## src/hdl/amu_pkg.sv

```systemverilog
package amu_pkg;

  localparam int AMU_MEM_WORDS = 2048;
  localparam int ADDR_W        = 14;
  localparam int DATA_W        = 64;
  // Raw word index (address bits above the byte offset) plus one carry bit.
  localparam int RAW_IDX_W     = ADDR_W - 3 + 1;

  localparam logic [1:0] OP_FADD = 2'd0;
  localparam logic [1:0] OP_SWAP = 2'd1;
  localparam logic [1:0] OP_CAS  = 2'd2;
  localparam logic [1:0] OP_READ = 2'd3;

  localparam logic [1:0] SIZE_32  = 2'd0;
  localparam logic [1:0] SIZE_64  = 2'd1;
  localparam logic [1:0] SIZE_128 = 2'd2;

  localparam logic [1:0] STATUS_OK       = 2'd0;
  localparam logic [1:0] STATUS_UNSUP    = 2'd1;
  localparam logic [1:0] STATUS_MISALIGN = 2'd2;

  // A request as held by the sequencer while it is being worked on.
  typedef struct packed {
    logic [1:0]        op;
    logic [1:0]        size_code;
    logic              lane_hi;
    logic [DATA_W-1:0] a_lo;
    logic [DATA_W-1:0] a_hi;
    logic [DATA_W-1:0] b_lo;
    logic [DATA_W-1:0] b_hi;
    logic [1:0]        status;
  } req_t;

  // What the modify logic hands back to the sequencer.
  typedef struct packed {
    logic              wr_lo;
    logic              wr_hi;
    logic [DATA_W-1:0] new_lo;
    logic [DATA_W-1:0] new_hi;
    logic [DATA_W-1:0] old_lo;
    logic [DATA_W-1:0] old_hi;
  } alu_res_t;

endpackage

```

## src/hdl/amu_alu.sv

```systemverilog
module amu_alu import amu_pkg::*; (
  input  req_t              req,
  input  logic [DATA_W-1:0] rd_lo,
  input  logic [DATA_W-1:0] rd_hi,
  output alu_res_t          res
);

  logic [31:0] old32;
  logic [31:0] nv32;
  logic [63:0] nv64;
  logic        match128;

  always_comb begin
    old32 = req.lane_hi ? rd_lo[63:32] : rd_lo[31:0];

    case (req.op)
      OP_FADD: nv32 = old32 + req.a_lo[31:0];
      OP_SWAP: nv32 = req.a_lo[31:0];
      default: nv32 = (old32 == req.a_lo[31:0]) ? req.b_lo[31:0] : old32;
    endcase

    case (req.op)
      OP_FADD: nv64 = rd_lo + req.a_lo;
      OP_SWAP: nv64 = req.a_lo;
      default: nv64 = (rd_lo == req.a_lo) ? req.b_lo : rd_lo;
    endcase

    match128 = (rd_lo == req.a_lo) && (rd_hi == req.a_hi);

    res = '0;
    if (req.status == STATUS_OK) begin
      case (req.size_code)
        SIZE_32: begin
          res.wr_lo  = 1'b1;
          res.new_lo = req.lane_hi ? {nv32, rd_lo[31:0]} : {rd_lo[63:32], nv32};
          res.old_lo = {32'd0, old32};
        end
        SIZE_64: begin
          res.wr_lo  = 1'b1;
          res.new_lo = nv64;
          res.old_lo = rd_lo;
        end
        default: begin
          res.old_lo = rd_lo;
          res.old_hi = rd_hi;
          if (req.op == OP_SWAP) begin
            res.wr_lo  = 1'b1;
            res.wr_hi  = 1'b1;
            res.new_lo = req.a_lo;
            res.new_hi = req.a_hi;
          end else if (req.op == OP_CAS && match128) begin
            res.wr_lo  = 1'b1;
            res.wr_hi  = 1'b1;
            res.new_lo = req.b_lo;
            res.new_hi = req.b_hi;
          end
        end
      endcase
    end
  end

endmodule

```

## config.mk

```make
export PLATFORM = sky130hd
export DESIGN_NAME = amu_alu
export DESIGN_NICKNAME = d
export VERILOG_FILES = /design/src/hdl/amu_pkg.sv /design/src/hdl/amu_alu.sv
export SDC_FILE = /design/constraint.sdc
export NUM_CORES = 1
export LEC_CHECK = 0
export ABC_AREA = 0
export BUFFER_PORTS_ARGS = -buffer_cell sky130_fd_sc_hd__buf_4
export CAP_MARGIN = 10
export CORE_AREA = 3 3 255 257
export DETAILED_ROUTE_END_ITERATION = 8
export DIE_AREA = 0 0 258 260
export REMOVE_ABC_BUFFERS = 1
export SLEW_MARGIN = 20
export SYNTH_ARGS = -nofsm -noshare
export SYNTH_HDL_FRONTEND = slang
export SYNTH_SLANG_ARGS = --single-unit
```

## constraint.sdc

```tcl
create_clock -name vclk -period 6.03
set_clock_uncertainty 0.05 [all_clocks]
set_input_delay 0.603 -clock vclk [all_inputs]
set_output_delay 0.603 -clock vclk [all_outputs]
set_load 0.01 [all_outputs]
```

==> metrics.txt <==
hold path startpoint=req[62]; CP max stage delay=0.86 ns; fin crit share=91.23%; Die ar.=67080 um^2; dpl hpwl=86800 um; Yosys cell types=79; largest net degree at the start of global routing=68; die width=258 um; fillcell total=7128; Critical Path RT=5.38 ns; status=finished clean; synth-to-layout area growth=41.80%; DRC=0; Worst-Margin Slew=1.019 ns; Iteration-0 DRC Markers=2548; relative slew slack=32.04%; RSZ-0062 raised after global routing=false; Synth area leader=ha_1; DRT antenna net count=0; total of max-cap violations=0; Reg power frac=0%; Synth area leaders=ha_1 8.6%, mux2i_1 8.1%, a21oi_1 7.7%; Max Clock Freq=0.1818 GHz; fin. max-slew vios=0; Final setup viols=0; cell mode on critical path=buf_4; Cell Pwr Density=93.88 nW/um^2; cell-internal power=0.0006993 W; setup bufs post-CTS=0; FF+latch count=0; # IOs=649; crit end category=output pin; initial core utilization=21.70%; class of the worst hold path=in2out; area of the core=62970 um^2; Yosys warning count=0; top-count cell post-synth=nor2_1; worst-path cell chain=buf_4 > mux2_2 > ha_1 > nor2b_1 > o31ai_2 > a211oi_1 > buf_4 > a221oi_1 > nor4_1 > o21ai_0 > mux2i_1 > o21ai_1 > a221oi_1 > buf_4; layout cells sized above 1=28.19%; Comb power frac=100.0%; # rows=92; Post-Syn Area=13670 um^2; # hold bufs at CTS=0; Clk pwr share=0%; Setup CP Type=in2out; chip height=260 um; port buffer count=649; Synth top cells by count=263 x nor2_1, 224 x nand2_1, 209 x a21oi_1, 148 x clkbuf_1, 117 x o21ai_0; post-CTS sizing=0; leakage=9.068 nW; Hold Path Sink=res[188]; number of standard cells in the final layout excluding fillers=3575; crit path DAT=4.85 ns; final worst slack=0.5290 ns; initial antenna violation count=13; sequential cell area=0 um^2; Avg WL per Cell=29.96 um; Hold Path Depth=4; final-report hold violation count=0; Total GRT Usage=29.59%; DP Worst Slack=0.6236 ns; Gate Count Post-Synth=2213; # nets final=3213; crit path max fanout=17; Yosys top cell area share=8.606%; global-route wire length before repair=147200 um; Vias/cell=5.843; sw frac=61.56%; Worst setup SP type=primary input; total grt overflow=0; Slowest cell on crit path=a221oi_1; Placed Instances=3570; final WL=107100 um; syn_area_per_cell=6.175 um^2; GP Congestion=1.035; vias=20890; fin crit period=5.501 ns; clkbuf count=0; vias in the first global route=20000; Peak VDD IR=26.25 uV; sw power=0.001120 W; register area share after synthesis=0%; Pre-antenna DRT Iters=6
kinds of logic (layout without fill, tap and decap cells):
group / after synthesis / after routing / share of synthesized area [%]
multiplexers: 143 / 143 / 10.78
adder cells (fa/ha/maj): 96 / 96 / 8.899
buffers and inverters: 262 / 773 / 7.645
AO/OA/AOI/OAI: 783 / 783 / 37.70
other: 0 / 5 / 0
XOR/XNOR: 112 / 112 / 7.178
AND/OR/NAND/NOR: 817 / 817 / 27.80
cells in the final DEF, fill, tap and decap left out, types with 5 or more instances in the layout:
master,count
a211o_1,6
a211oi_1,36
a21boi_0,6
a21o_1,46
a21oi_1,209
a221o_1,6
a221oi_1,32
a22o_1,5
a22oi_1,92
a311oi_1,5
a31oi_1,33
and2_1,7
and3_1,99
buf_4,706
diode_2,5
ha_1,94
inv_1,59
mux2_2,29
mux2i_1,110
nand2_1,223
nand2b_1,18
nand3_1,41
nand4_1,45
nor2_1,257
nor2b_1,10
nor3_1,52
nor4_1,41
o2111ai_1,13
o211ai_1,22
o21a_1,11
o21ai_0,117
o21ai_1,45
o21bai_1,20
o221ai_1,21
o22ai_1,5
o31ai_1,5
or3_1,6
xnor2_1,67
xor2_1,45
per-layer routing:
| metal | GRT usage [%] | routed length [um] |
|---|---|---|
| met5 | 0 | 91 |
| met2 | 51.46 | 50920 |
| met1 | 33.79 | 39370 |
| met3 | 5.483 | 9172 |
| met4 | 17.49 | 7558 |
critical path, delay by kind of cell:
family                     cells  cell delay, ns
AOI/OAI and AO/OA              6            2.25
muxes                          2            0.65
buffers and inverters          3            0.61
adders and majority gates      1            0.37
and+or+nand+nor                2            0.34
worst max path at each step:
stage               slack [ns]  endpoint  cells past startpoint  startpoint
floorplan                -4.38  res[216]                     10    req[227]
CTS                       0.61  res[240]                     16    req[258]
global route              0.39  res[222]                     17    req[258]
global placement          0.64  res[244]                     15    req[258]
detailed placement        0.62  res[240]                     16    req[258]
finish                    0.53  res[254]                     14    req[258]
power groups by stage:
stage,Combinational (W),Sequential [W],Clock (W)
final,0.00182,0,0.000000000111
after global routing,0.00192,0,0.0000000000667
after CTS,0.00177,0,0
after detailed placement,0.00176,0,0
after global placement,0.00177,0,0
after floorplan,0.000901,0,0
per-stage QoR:
stage	setup TNS [ns]	power (W)	util, %	hold WS (ns)	cell area (um^2)
6_report	0	0.001819	30.77	1.488	19380
5_1_grt	0	0.001918	30.77	1.513	19370
4_1_cts	0	0.001772	30.75	1.494	19360
3_5_place_dp	0	0.001763	30.75	1.494	19360
3_3_place_gp	0	0.001769	30.75	1.491	19360
2_1_floorplan	-475.64	0.0009010	-	1.239	12860
cell type report:
cell class                 count  area [um^2]  share of cell area, %
antenna                        5        12.51                0.06457
inverter                      63        236.5                  1.220
multi-input combinational   1951        12690                  65.49
tap                          846         1059                  5.463
timing repair buffer         710         5380                  27.77
No activity file was read; power rests on OpenSTA's default activity.
